File: src/hw/rtl/assert_macros.svh
// Assertion macros shared by the cache RTL
`ifndef ASSERT_MACROS_SVH
`define ASSERT_MACROS_SVH
// Concurrent assertion clocked on clk_i, disabled in reset
`define ASSERT_CLK(label, prop, msg) \
  label: assert property (@(posedge clk_i) disable iff (!rst_ni) (prop)) else $error(msg);
// Implication form
`define ASSERT_IMPL(label, ante, cons, msg) \
  label: assert property (@(posedge clk_i) disable iff (!rst_ni) (ante) |-> (cons)) \
    else $error(msg);
`endif

File: src/hw/rtl/dmwtc_pkg.sv
// Package: constants, payload types and state encodings of the cache
`default_nettype none
package dmwtc_pkg;
  localparam int Procs     = 4;
  localparam int Lines     = 16;
  localparam int LineBytes = 16;
  localparam int MemBytes  = 4096;
  localparam int PageBytes = 256;
  localparam int Frames    = MemBytes / PageBytes;

  localparam int ProcW  = $clog2(Procs);
  localparam int IdxW   = $clog2(Lines);
  localparam int OffW   = $clog2(LineBytes);
  localparam int PageW  = $clog2(PageBytes);
  localparam int MemAw  = $clog2(MemBytes);
  localparam int TagW   = MemAw - OffW;
  localparam int SlotW  = ProcW + IdxW;
  localparam int Slots  = Procs * Lines;
  localparam int DataAw = SlotW + OffW;

  typedef enum logic [2:0] {
    FUNC_READ   = 3'd0,
    FUNC_WRITE  = 3'd1,
    FUNC_INVAL  = 3'd2,
    FUNC_FLUSHP = 3'd3,
    FUNC_FLUSHA = 3'd4,
    FUNC_BWRITE = 3'd5
  } func_e;

  typedef struct packed {
    logic [2:0]  func;
    logic [2:0]  proc;
    logic [12:0] address;
    logic [7:0]  write_data;
    logic [4:0]  frame;
  } in_item_t;

  typedef struct packed {
    logic        status;
    logic [7:0]  read_data;
    logic        hit;
    logic [31:0] hit_count;
    logic [31:0] miss_count;
  } out_item_t;

  // Operation classes decided by the front part
  typedef enum logic [2:0] {
    OP_NONE, OP_READ, OP_WRITE, OP_INVAL, OP_FLUSHP, OP_FLUSHA, OP_BWRITE
  } op_e;

  typedef struct packed {
    op_e               op;
    logic              status;
    logic              pok;
    logic [ProcW-1:0]  proc;
    logic [MemAw-1:0]  addr;
    logic [7:0]        wdata;
    logic [4:0]        frame;
  } cmd_t;

  typedef enum logic [2:0] {
    ST_IDLE, ST_MEMCLR, ST_LOOK, ST_FILL, ST_ACCESS, ST_WALK, ST_RESULT
  } state_e;
endpackage
`default_nettype wire

File: src/hw/rtl/dmwtc_front.sv
// Front part: accepts items, checks them, queues classified commands
`default_nettype none
module dmwtc_front (
  input  wire                  clk_i,
  input  wire                  rst_ni,
  input  wire                  in_valid_i,
  output logic                 in_stall_o,
  input  dmwtc_pkg::in_item_t  in_data_i,
  output logic                 cmd_valid_o,
  input  wire                  cmd_pop_i,
  output dmwtc_pkg::cmd_t      cmd_o
);
  `include "assert_macros.svh"
  dmwtc_pkg::cmd_t cq_q [2];
  logic       wp_q, rp_q, wp_d, rp_d;
  logic [1:0] cnt_q, cnt_d;
  dmwtc_pkg::cmd_t c;
  logic push, pok, aok;

  // Classify the incoming item
  always_comb begin
    pok = ({1'b0, in_data_i.proc} < 4'(dmwtc_pkg::Procs));
    aok = ({1'b0, in_data_i.address} < 14'(dmwtc_pkg::MemBytes));
    c = '0;
    c.pok = pok;
    c.proc = in_data_i.proc[dmwtc_pkg::ProcW-1:0];
    c.addr = in_data_i.address[dmwtc_pkg::MemAw-1:0];
    c.wdata = in_data_i.write_data;
    c.frame = in_data_i.frame;
    c.op = dmwtc_pkg::OP_NONE;
    case (in_data_i.func)
      dmwtc_pkg::FUNC_READ, dmwtc_pkg::FUNC_WRITE: begin
        if (pok && aok) begin
          c.op = (in_data_i.func == dmwtc_pkg::FUNC_READ) ? dmwtc_pkg::OP_READ
                                                           : dmwtc_pkg::OP_WRITE;
        end else begin
          c.status = 1'b1;
        end
      end
      dmwtc_pkg::FUNC_INVAL: begin
        if (in_data_i.frame != 5'd0 && {1'b0, in_data_i.frame} < 6'(dmwtc_pkg::Frames)) begin
          c.op = dmwtc_pkg::OP_INVAL;
        end
      end
      dmwtc_pkg::FUNC_FLUSHP: begin
        if (pok) c.op = dmwtc_pkg::OP_FLUSHP;
        else c.status = 1'b1;
      end
      dmwtc_pkg::FUNC_FLUSHA: c.op = dmwtc_pkg::OP_FLUSHA;
      dmwtc_pkg::FUNC_BWRITE: begin
        if (aok) c.op = dmwtc_pkg::OP_BWRITE;
        else c.status = 1'b1;
      end
      default: c.op = dmwtc_pkg::OP_NONE;
    endcase
  end

  // Two-entry command queue
  assign in_stall_o  = (cnt_q == 2'd2);
  assign push        = in_valid_i && !in_stall_o;
  assign cmd_valid_o = (cnt_q != 2'd0);
  assign cmd_o       = cq_q[rp_q];

  always_comb begin
    wp_d = wp_q ^ push;
    rp_d = rp_q ^ cmd_pop_i;
    cnt_d = cnt_q + {1'b0, push} - {1'b0, cmd_pop_i};
  end

  always_ff @(posedge clk_i or negedge rst_ni) begin
    if (!rst_ni) begin
      wp_q <= 1'b0;
      rp_q <= 1'b0;
      cnt_q <= 2'd0;
    end else begin
      wp_q <= wp_d;
      rp_q <= rp_d;
      cnt_q <= cnt_d;
    end
  end

  always_ff @(posedge clk_i) begin
    if (push) cq_q[wp_q] <= c;
  end

  `ASSERT_IMPL(a_no_pop_empty, cmd_pop_i, cnt_q != 2'd0, "pop from empty queue")
  `ASSERT_CLK(a_cnt_range, cnt_q != 2'd3, "queue count out of range")
  `ASSERT_IMPL(a_ptr_match, cnt_q == 2'd0 || cnt_q == 2'd2, wp_q == rp_q, "queue pointers")
endmodule
`default_nettype wire

File: config.mk
export PLATFORM = sky130hd
export DESIGN_NAME = dmwtc_front
export DESIGN_NICKNAME = d
export VERILOG_FILES = /design/src/hw/rtl/dmwtc_pkg.sv /design/src/hw/rtl/dmwtc_front.sv
export VERILOG_INCLUDE_DIRS = /design/src /design/src/hw/rtl
export SDC_FILE = /design/constraint.sdc
export NUM_CORES = 1
export LEC_CHECK = 0
export BUFFER_PORTS_ARGS = -buffer_cell sky130_fd_sc_hd__buf_2
export CORE_UTILIZATION = 35
export DETAILED_ROUTE_END_ITERATION = 6
export MAX_ROUTING_LAYER = met4
export SYNTH_ARGS = -nofsm -noshare
export SYNTH_HDL_FRONTEND = slang
export SYNTH_SLANG_ARGS = --single-unit
File: constraint.sdc
create_clock -name clk_i -period 2.2 [get_ports clk_i]
set_input_delay 0.66 -clock clk_i [delete_from_list [all_inputs] [get_ports clk_i]]
set_output_delay 0.66 -clock clk_i [all_outputs]
set_load 0.01 [all_outputs]
== Word level (Yosys, flattened, before mapping) ==
Memory sizes are Yosys's and may differ from the RTL's.
Cells that the tools add are included.
Storage, ports and cells
  bits in registers: 4
  bits in writable memories: 64
  input port bits: 36
  memories: 1
Memories
  cq_q: depth 2, bits a word 32, rd ports 1, clocked after memory_dff 0, write ports 1, RTL line dmwtc_front.sv:14  | dmwtc_pkg::cmd_t cq_q [2];
Cells by class
  add/subtract/negate cells: 2
  $lt $le $gt $ge: 3
  equal/unequal tests: 6
  mux-type cells: 12
  bitwise operators: 2
  reduce and logical (&&, ||, !) cells: 8
Operators by type and width (number)
  case mux 3 bit (5 select lines): 1
  less-than comparator 13 bit, second input constant: 1
  equality test 3 x 2 -> 1 bit, second input constant: 2
  equality test 3 bit, second input constant: 2
  2-to-1 mux 2 bit: 3
  2-to-1 mux 3 bit: 2
  less-than comparator 5 bit, second input constant: 1
  2-to-1 mux 1 bit: 5
  nonzero test 5 bit: 1
  equality test 3 x 1 -> 1 bit, second input constant: 1
  logical AND 1 bit: 3
  logical NOT 3 bit: 1
  less-than comparator 3 bit, second input constant: 1
  case mux 1 bit (3 select lines): 1
  adder 2 x 1 -> 2 bit: 1
  equality test 2 bit, second input constant: 1
  nonzero test 2 bit: 1
  OR reduction 2 bit: 1
  subtractor 2 x 1 -> 2 bit: 1
  XOR 1 bit: 2
  logical NOT 1 bit: 1

== Depth between registers and ports, before layout ==
Gate-level depths: netlist of run 1.
  word-level depth: 5
  depth in mapped cells: 7

== Worst setup path after synthesis of run 1 ==
OpenSTA, ideal clock, no wires.
  path kind: in2reg
  start: in in_valid_i
  end: mem cq_q[1][0] (netlist name), enable pin
  arrival: 1625 ps
  slack: 183 ps
  stages: 2
  buffers on the path: 0
  cell sequence: and2_1 -> ha_1
On the way
  word-level cells in the longest chain between the ends: 3
RTL lines
  from (decl): RTL line dmwtc_front.sv:6  | input wire in_valid_i,
  logical AND 1 bit: RTL line dmwtc_front.sv:60  | assign push = in_valid_i && !in_stall_o;
  2-to-1 mux 1 bit: RTL line dmwtc_front.sv:83  | if (push) cq_q[wp_q] <= c;
  2-to-1 mux 1 bit (not written as such): RTL line dmwtc_front.sv:83
  to (decl): RTL line dmwtc_front.sv:14
Every way passes these cells.

==> results of run 1 <==
-- routing by layer --
layer / track usage (%) / share of wire (%) / vias to the layer above / wire, um
met5: - / 0 / - / 0
met4: 6.60 / 1.8 / 0 / 79
met3: 4.38 / 6.4 / 7 / 287
met2: 17.6 / 46 / 54 / 2050
met1: 15.0 / 46 / 678 / 2070
li1: - / - / 682 / -
-- timing repair --
item                       CTS  global route
resized for setup            0             1
setup endpoints to repair    0            15
hold buffers                 0             0
-- metrics by stage --
step | instance area (um^2) | hold WS [ps] | setup slack [ps] | total power (W) | instances
floorplan | 2630 | 364 | 183 | 0.00269 | 133
finish | 3350 | 134 | 86.8 | 0.00416 | 318
global route | 3350 | 119 | 26.6 | 0.00441 | 318
global placement | 3150 | 477 | 399 | 0.00323 | 302
detailed placement | 3150 | 482 | 390 | 0.00324 | 302
CTS | 3320 | 124 | 24.0 | 0.00417 | 317
-- sequential cells by signal (all words and copies together), names as in the netlist --
name / count
rp_q: 1
wp_q: 1
cq_q: 64
cnt_q: 2
-- power by group through the flow --
stage	Sequential (W)	Combinational [W]	Clock, W
3_3_place_gp	0.00188	0.00135	0
2_1_floorplan	0.00186	0.000831	0
3_5_place_dp	0.00188	0.00136	0
4_1_cts	0.00186	0.00137	0.000950
6_report	0.00186	0.00139	0.000915
5_1_grt	0.00190	0.00152	0.000989
-- kinds of logic after synthesis --
kind of cell               count (synthesis)
AOI/OAI and AO/OA                          5
xor gates and xnor gates                   3
adders and majority gates                  4
buffers and inverters                     10
DFF                                       68
muxes                                     32
and+or+nand+nor                           11
-- cell type report --
class	count	area [um^2]
fill	670	3900
tap	99	124
sequential	68	2020
multi-input combinational	55	562
inverter	6	22.5
timing repair buffer	75	445
clock buffer	12	135
clock inverter	3	38.8
-- worst register-to-register path, cell delays in order, from the launching register on --
cell      delay (ps)
dfrtp_1          410
nand2b_1         110
and2_1           190
ha_1             230
buf_12           200
-- cell usage in the layout, fill, tap and decap left out, types with 2 or more instances in the layout --
cell and instances:
buf_4 2, ha_1 4, clkbuf_1 3, buf_12 3
edfxtp_1 64, buf_2 69, clkbuf_8 9, mux2_2 32
dfrtp_1 3, xnor2_1 2, nand2_1 2, inv_1 6
-- final timing paths --
kind,slack (ps),cells after the start,endpoint,start
min,130,1,cnt_q[0],rst_ni
max in group asynchronous,1930,1,rp_q,rst_ni
min in group clk_i,510,1,cnt_q[1],cnt_q[1]
min reg2reg,510,1,cnt_q[1],cnt_q[1]
max reg2reg,740,4,cq_q[0][27],cnt_q[1]
max,90,3,cmd_o[0],rp_q
==> results.json, run 1 <==
{
  "yosysUniqueCellTypes": 23,
  "grt.overflow.total": 0,
  "cts_sinks": 68,
  "yosysMostFrequentCell": "edfxtp_1",
  "intPower_w": 0.00298,
  "syn_area_per_cell_um2": 19.7,
  "start_util_pct": 36.2,
  "ant_nets": 0,
  "end_kind": "output port",
  "core-area_um2": 7250,
  "cp.buffers_inverters": 2,
  "boundaryPins": 70,
  "hold_class": "in -> async",
  "clk_pin_slew_worst_paths_ps": 60,
  "dieArea_um2": 7850,
  "synth_compound_area_share_pct": 1.67,
  "finClkSkew_ps": 5.11,
  "postSynth.asyncResetShare_pct": 5.88,
  "yosys.area_share.adder_pct": 1.91,
  "arrival_ps": 1450,
  "gr-usage-all-layers_pct": 12.2,
  "pwr-share-seq_pct": 44.7,
  "synth_top_family_by_area": "multiplexers",
  "grt_max_degree": 33,
  "setup_tns_ps": 0,
  "tightest_slew_ps": 407,
  "p_leak_nw": 1.30,
  "netlist.area_leader.share_pct": 73.2,
  "synth_edf_count": 64,
  "synth_area_um2": 2630,
  "max_slew_margin_pct": 72.6,
  "critical_path_class": "reg -> out",
  "power.density_nw_per_um2": 1240,
  "p_switching_w": 0.00118,
  "hold_viol": 0,
  "seq_area_frac_synth_pct": 77.0,
  "synth.net_count": 173,
  "drive_above_1_share_pct": 56.6,
  "slowest_delay_ps": 430,
  "swShare_pct": 28.4,
  "synthMuxAreaShare_pct": 13.7,
  "synth_ff_type": "edfxtp_1",
  "wl_per_cell_um": 14.1,
  "rows": 31,
  "initialDrtViolationCount": 28,
  "grt_pass1_wl_mm": 6.56,
  "synth-seq-cells": 68,
  "ys_top_cells_by_area": "edfxtp_1 (73%), mux2_2 (14%), dfrtp_1 (3.8%), ha_1 (1.9%), inv_1 (0.86%)",
  "clock_latency_ps": 320,
  "ys_warn_count": 0,
  "port_buffers": 69,
  "die_x_um": 88.6,
  "synth_commonest_cells": "edfxtp_1 (64), mux2_2 (32), inv_1 (6)",
  "num_antenna_cells": 0,
  "synth_area_leader_cell": "edfxtp_1",
  "setup_viol": 0,
  "fin_nets": 255,
  "cts_max_level": 3,
  "wl_mm": 4.49,
  "cp_max_fo": 16,
  "ctsLongestPathBuffers": 2,
  "layout_worst_path_cycle_share_pct": 96.1,
  "cp_cell_sequence": "clkbuf_16, mux2_2, buf_2",
  "grt_setup_unrepaired": "false",
  "status": "finished clean",
  "dp_hpwl_mm": 2.88,
  "via_per_inst": 4.47,
  "antenna_found_initial": 0,
  "startpoint_type": "flip-flop",
  "cts_root_buf": "clkbuf_8",
  "required_ps": 1540,
  "gp_congestion": 0.690,
  "first_global_vias": 1367,
  "ir_drop_mv": 0.547,
  "min_period_ps": 2110,
  "die_h_um": 88.6,
  "cp_slowest_cell": "dfrtp_2",
  "drt_first_pass_iters": 4,
  "drc": 0,
  "postCtsSetupBuffers": 0,
  "syn_to_final_growth_pct": 27.6,
  "combPwrFrac_pct": 33.3,
  "vias": 1421,
  "max_freq_mhz": 473,
  "synth_simple_gate_area_share_pct": 3.10,
  "clkPwrFrac_pct": 22.0,
  "drv_slew": 0,
  "synth-xor-area-share_pct": 1.00,
  "fin_util_pct": 46.2,
  "cp_top_family": "flip-flops",
  "synth_cells": 133,
  "cts_inserted_buffers": 9,
  "cts_tree": "done",
  "maxCapViolCount": 0
}
Power figures use the tool's default switching activity.
==> run 2: changes to the inputs <==
--- a/config.mk
+++ b/config.mk
@@ -6,6 +6,7 @@
 export SDC_FILE = /design/constraint.sdc
 export NUM_CORES = 1
 export LEC_CHECK = 0
+export ABC_AREA = 1
 export BUFFER_PORTS_ARGS = -buffer_cell sky130_fd_sc_hd__buf_2
 export CORE_UTILIZATION = 35
 export DETAILED_ROUTE_END_ITERATION = 6
==> run 2 against run 1 <==
Net effect:
- cell area increased by 2.2%
- global-route usage fell by 1.1 points
- combinational power up 7%
- clock-buffer cell count down 2
- area after synthesis up 7.0%
- first-iteration DRC count increased by 110%
- worst setup slack improved by 14 ps
- synthesized cell count up 13%
==> results.json, run 2 <==
{
  "pre_cts_ws_ps": 366,
  "wl_mm": 4.25,
  "cts_max_level": 3,
  "cts_sinks": 68,
  "placed_area_um2": 3270,
  "via_per_inst": 4.33,
  "top_regs": "cq_q x64, cnt_q x2",
  "synth_area_um2": 2810,
  "gp_congestion": 0.768,
  "synth_area_leader_cell": "edfxtp_1",
  "syn_area_per_cell_um2": 18.7,
  "synth_ff_type": "edfxtp_1",
  "startpoint_type": "flip-flop",
  "port_buffers": 69,
  "grt_setup_unrepaired": "false",
  "drc": 0,
  "gr-usage-all-layers_pct": 11.2,
  "fin_nets": 272,
  "synth_edf_count": 64,
  "ys_top_cells_by_area": "edfxtp_1 (68%), mux2_4 (16%), dfrtp_1 (3.6%), buf_12 (2.1%), ha_1 (1.8%)",
  "p_switching_w": 0.00121,
  "finalInstanceArea_um2": 3420,
  "combPwrFrac_pct": 35.9,
  "min_period_ps": 2100,
  "synth_commonest_cells": "edfxtp_1 (64), mux2_4 (29), inv_1 (12)",
  "arrival_ps": 1440,
  "yosysMostFrequentCell": "edfxtp_1",
  "core-area_um2": 7730,
  "seq_area_frac_synth_pct": 72.0,
  "critical_path_class": "reg -> out",
  "holdWs_ps": 138,
  "clock_latency_ps": 320,
  "first_global_vias": 1421,
  "die_h_um": 91.6,
  "drive_above_1_share_pct": 52.3,
  "antenna_found_initial": 0,
  "synth-seq-cells": 68,
  "synth_cells": 150,
  "vias": 1459,
  "clk_pin_slew_worst_paths_ps": 60,
  "clkPwrFrac_pct": 19.0,
  "p_leak_nw": 1.44,
  "max_slew_margin_pct": 80.5,
  "die_x_um": 91.6,
  "syn_to_final_growth_pct": 21.9,
  "pwr-share-seq_pct": 45.1,
  "swShare_pct": 29.1,
  "end_kind": "output port",
  "largest_reg_flops": 64,
  "ir_drop_mv": 0.558,
  "netlist.area_leader.share_pct": 68.4,
  "wl_per_cell_um": 12.6,
  "fin_ws_ps": 101,
  "ctsLongestPathBuffers": 2,
  "cts_root_buf": "clkbuf_8",
  "status": "finished clean",
  "rows": 32,
  "initialDrtViolationCount": 59,
  "grt_max_degree": 19,
  "grt.overflow.total": 0,
  "regMostFlops": "cq_q",
  "grt_pass1_wl_mm": 6.67,
  "layout_worst_path_cycle_share_pct": 95.4,
  "drt_first_pass_iters": 4,
  "stdcell_count": 337,
  "power.density_nw_per_um2": 1210,
  "postSynth.asyncResetShare_pct": 5.88,
  "dp_hpwl_mm": 2.98,
  "dpl.cell_count": 323,
  "boundaryPins": 70,
  "cp_max_fo": 17,
  "hold_class": "in -> async",
  "ys_warn_count": 0,
  "setup_tns_ps": 0,
  "dieArea_um2": 8390,
  "num_antenna_cells": 0,
  "drv_slew": 0,
  "required_ps": 1540,
  "start_util_pct": 36.4,
  "finClkSkew_ps": 5.65,
  "maxCapViolCount": 0,
  "layout_common_cells": "buf_2 (69), edfxtp_1 (64), mux2_4 (29)",
  "ant_nets": 0,
  "tightest_slew_ps": 289,
  "hold_viol": 0,
  "synth.net_count": 190,
  "intPower_w": 0.00294,
  "cts_tree": "done",
  "layout_commonest_cell": "buf_2",
  "yosysUniqueCellTypes": 16,
  "max_freq_mhz": 476,
  "cts_inserted_buffers": 9,
  "setup_viol": 0
}
## run 2: cell types whose count changed in the layout (fill, tap and decap cells not counted), moves of 4 or more
| cell | before | now |
|---|---|---|
| nand4_1 | 0 | 4 |
| nand2_1 | 2 | 7 |
| nor2_1 | 0 | 6 |
| mux2_4 | 0 | 29 |
| nand3_1 | 0 | 7 |
| inv_1 | 6 | 12 |
| mux2_2 | 32 | 3 |
## run 2: power by group through the flow
stage | Sequential [W] | Combinational, W | Clock, W
6_report | 0.00187 | 0.00149 | 0.000789
3_5_place_dp | 0.00190 | 0.00152 | 0
2_1_floorplan | 0.00188 | 0.00114 | 0
4_1_cts | 0.00187 | 0.00153 | 0.000817
3_3_place_gp | 0.00189 | 0.00151 | 0
5_1_grt | 0.00191 | 0.00163 | 0.000856
## run 2: cells by family (layout without fill, tap and decap cells)
group,Yosys count,in the layout,synth area share (%)
muxes,32,32,16.7
DFF,68,68,72.0
xor gates and xnor gates,3,3,0.936
buffers and inverters,16,101,4.14
adders and majority gates,4,4,1.78
and+or+nand+nor,25,25,4.10
AOI/OAI and AO/OA,2,2,0.356
## run 2: metrics by stage
stage / util, % / power, W
after detailed placement: 42.4 / 0.00342
after floorplan: - / 0.00301
final: 44.3 / 0.00415
after global routing: 44.3 / 0.00439
after global placement: 42.4 / 0.00340
after CTS: 44.3 / 0.00422
## run 2: layout make-up
| cell class | count | area [um^2] |
|---|---|---|
| fillers | 716 | 4300 |
| flip-flops and latches | 68 | 2020 |
| multi-input cells | 66 | 676 |
| repair buffers | 75 | 407 |
| clock buffers | 10 | 128 |
| well taps | 102 | 128 |
| inverters | 12 | 45.0 |
| clock inverters | 4 | 18.8 |
## run 2: timing repair
| item | 4_1_cts | 5_1_grt |
|---|---|---|
| hold endpoints to repair | 0 | 0 |
| buffers inserted | 0 | 0 |
| setup endpoints to repair | 3 | 0 |
| hold buffers | 0 | 0 |
| resized for setup | 1 | 0 |
## run 2: worst max-delay path, cell delays in order, from the launching register on
cell and delay, ps:
dfrtp_2 390, buf_6 250, mux2_4 330, buf_2 140
## run 2: metal layers
layer | wire length (um) | part of all wire, % | global-route usage, % | vias up
met4 | 20 | 0.47 | 5.95 | 0
met3 | 221 | 5.2 | 2.68 | 3
li1 | - | - | - | 716
met5 | 0 | 0 | - | -
met1 | 1960 | 46 | 12.5 | 694
met2 | 2050 | 48 | 18.4 | 46
## run 2: final timing paths
kind / slack (ps) / cells after the start / start / endpoint
setup / recovery: 100 / 3 / rp_q / cmd_o[25]
hold / removal: 140 / 1 / rst_ni / rp_q
setup reg to reg: 650 / 5 / cnt_q[1] / cq_q[1][28]
hold reg to reg: 550 / 1 / cnt_q[0] / cnt_q[0]
max in group asynchronous: 1920 / 1 / rst_ni / rp_q
min in group clk_i: 520 / 1 / in_data_i[6] / cq_q[0][6]
==> run 3: changes to the inputs <==
==> constraint.sdc (replaced) <==
create_clock -name clk_i -period 2.67 [get_ports clk_i]
set_input_delay 0.801 -clock clk_i [delete_from_list [all_inputs] [get_ports clk_i]]
set_output_delay 0.801 -clock clk_i [all_outputs]
set_load 0.01 [all_outputs]
==> run 3 against run 2 <==
Net effect:
- global-route usage rose by 1.4 points
- power fell by 16%
- first-iteration DRC count rose by 37%
- sequential power fell by 18%
- combinational power fell by 19%
- non-clock buffer count did not move
- highest routed layer unchanged
==> results.json, run 3 (same netlist as run 2, synthesis figures left out) <==
{
  "status": "finished clean",
  "cp_cell_sequence": "buf_4, mux2_4, buf_2",
  "critical_path_class": "reg -> out",
  "ant_nets": 0,
  "pwr-share-seq_pct": 44.0,
  "vias": 1492,
  "cts_root_buf": "clkbuf_8",
  "ctsLongestPathBuffers": 2,
  "p_switching_w": 0.000998,
  "cp_slowest_cell": "dfrtp_2",
  "arrival_ps": 1480,
  "largest_reg_flops": 64,
  "drt_first_pass_iters": 4,
  "initialDrtViolationCount": 81,
  "antenna_found_initial": 0,
  "drive_above_1_share_pct": 51.9,
  "boundaryPins": 70,
  "hold_buffers": 0,
  "layout_common_cells": "buf_2 (69), edfxtp_1 (64), mux2_4 (29)",
  "die_h_um": 91.6,
  "combPwrFrac_pct": 34.6,
  "dp_hpwl_mm": 3.27,
  "tightest_slew_ps": 336,
  "fillerInstances": 699,
  "ff_latch_area_um2": 2020,
  "regMostFlops": "cq_q",
  "grt.overflow.total": 0,
  "rows": 32,
  "drv_slew": 0,
  "cp_top_family": "buffers and inverters",
  "die_x_um": 91.6,
  "required_ps": 1870,
  "cp-startpoint": "rp_q",
  "swShare_pct": 28.6,
  "grt_pass1_wl_mm": 7.37,
  "cp.buffers_inverters": 2,
  "max_freq_mhz": 438,
  "start_util_pct": 36.4,
  "cts_tree": "done",
  "cts_sinks": 68,
  "postCtsSetupBuffers": 0,
  "finalInstanceArea_um2": 3430,
  "worstReg2RegStart": "cnt_q[1]",
  "num_antenna_cells": 0,
  "slowest_delay_ps": 350,
  "cts-resized-gates": 0,
  "drc": 0,
  "power.density_nw_per_um2": 1020,
  "multi_input_area_um2": 676,
  "grt_max_degree": 19,
  "syn_to_final_growth_pct": 22.2,
  "min_period_ps": 2280,
  "holdWs_ps": 267,
  "gp_congestion": 0.690,
  "first_global_vias": 1495,
  "layout_worst_path_cycle_share_pct": 85.6,
  "fin_nets": 272,
  "clkPwrFrac_pct": 21.3,
  "cts_inserted_buffers": 9,
  "setup_tns_ps": 0,
  "via_per_inst": 4.43,
  "ir_drop_mv": 0.361,
  "hold_viol": 0,
  "intPower_w": 0.00249,
  "wl_mm": 4.56,
  "setup_viol": 0,
  "wl_per_cell_um": 13.5,
  "startpoint_type": "flip-flop",
  "clock_latency_ps": 330,
  "cp_max_fo": 18,
  "cts_max_level": 3,
  "maxCapViolCount": 0,
  "placed_area_um2": 3260,
  "dieArea_um2": 8390,
  "port_buffers": 69,
  "top_regs": "cq_q x64, cnt_q x2",
  "grt_setup_unrepaired": "false",
  "finClkSkew_ps": 5.12,
  "end_kind": "output port",
  "core-area_um2": 7730,
  "hold_class": "in -> async",
  "p_leak_nw": 1.44,
  "max_slew_margin_pct": 77.6,
  "layout_commonest_cell": "buf_2",
  "gr-usage-all-layers_pct": 12.6,
  "clk_pin_slew_worst_paths_ps": 60
}
run 3: power groups by stage:
stage / clock network [W] / registers (W) / logic, W
floorplan: 0 / 0.00155 / 0.000936
global placement: 0 / 0.00155 / 0.00124
detailed placement: 0 / 0.00156 / 0.00124
CTS: 0.000769 / 0.00154 / 0.00125
global route: 0.000824 / 0.00156 / 0.00132
finish: 0.000744 / 0.00154 / 0.00121
run 3: final timing paths:
check	slack (ps)	to	cells past startpoint
worst max-delay path	390	cmd_o[10]	3
worst min-delay path	270	cnt_q[0]	1
worst max register to register	1120	cq_q[0][13]	5
worst min register to register	560	cnt_q[0]	1
max in group asynchronous	2270	rp_q	1
min in group clk_i	560	cnt_q[0]	1
run 3: area by class of cell:
type / instances / share of cell area, %
Clock buffer: 10 / 3.72
Clock inverter: 4 / 1.24
Multi-Input combinational cell: 66 / 19.7
Timing Repair Buffer: 75 / 11.4
Sequential cell: 68 / 59.0
Inverter: 12 / 1.31
Tap cell: 102 / 3.72
run 3: metrics by stage:
step	utilization (%)	std cells	total power, W	worst slack [ps]
finish	44.4	337	0.00349	385
global route	44.4	337	0.00370	317
CTS	44.4	337	0.00356	348
detailed placement	42.2	323	0.00280	726
global placement	42.2	323	0.00279	724
floorplan	-	150	0.00248	469
run 3: routing by layer:
metal	wire [um]	GRT usage (%)	vias to the layer above
met4	80	7.14	0
met1	2050	15.2	701
met2	2100	18.3	59
li1	-	-	724
met3	336	4.36	8
met5	0	-	-
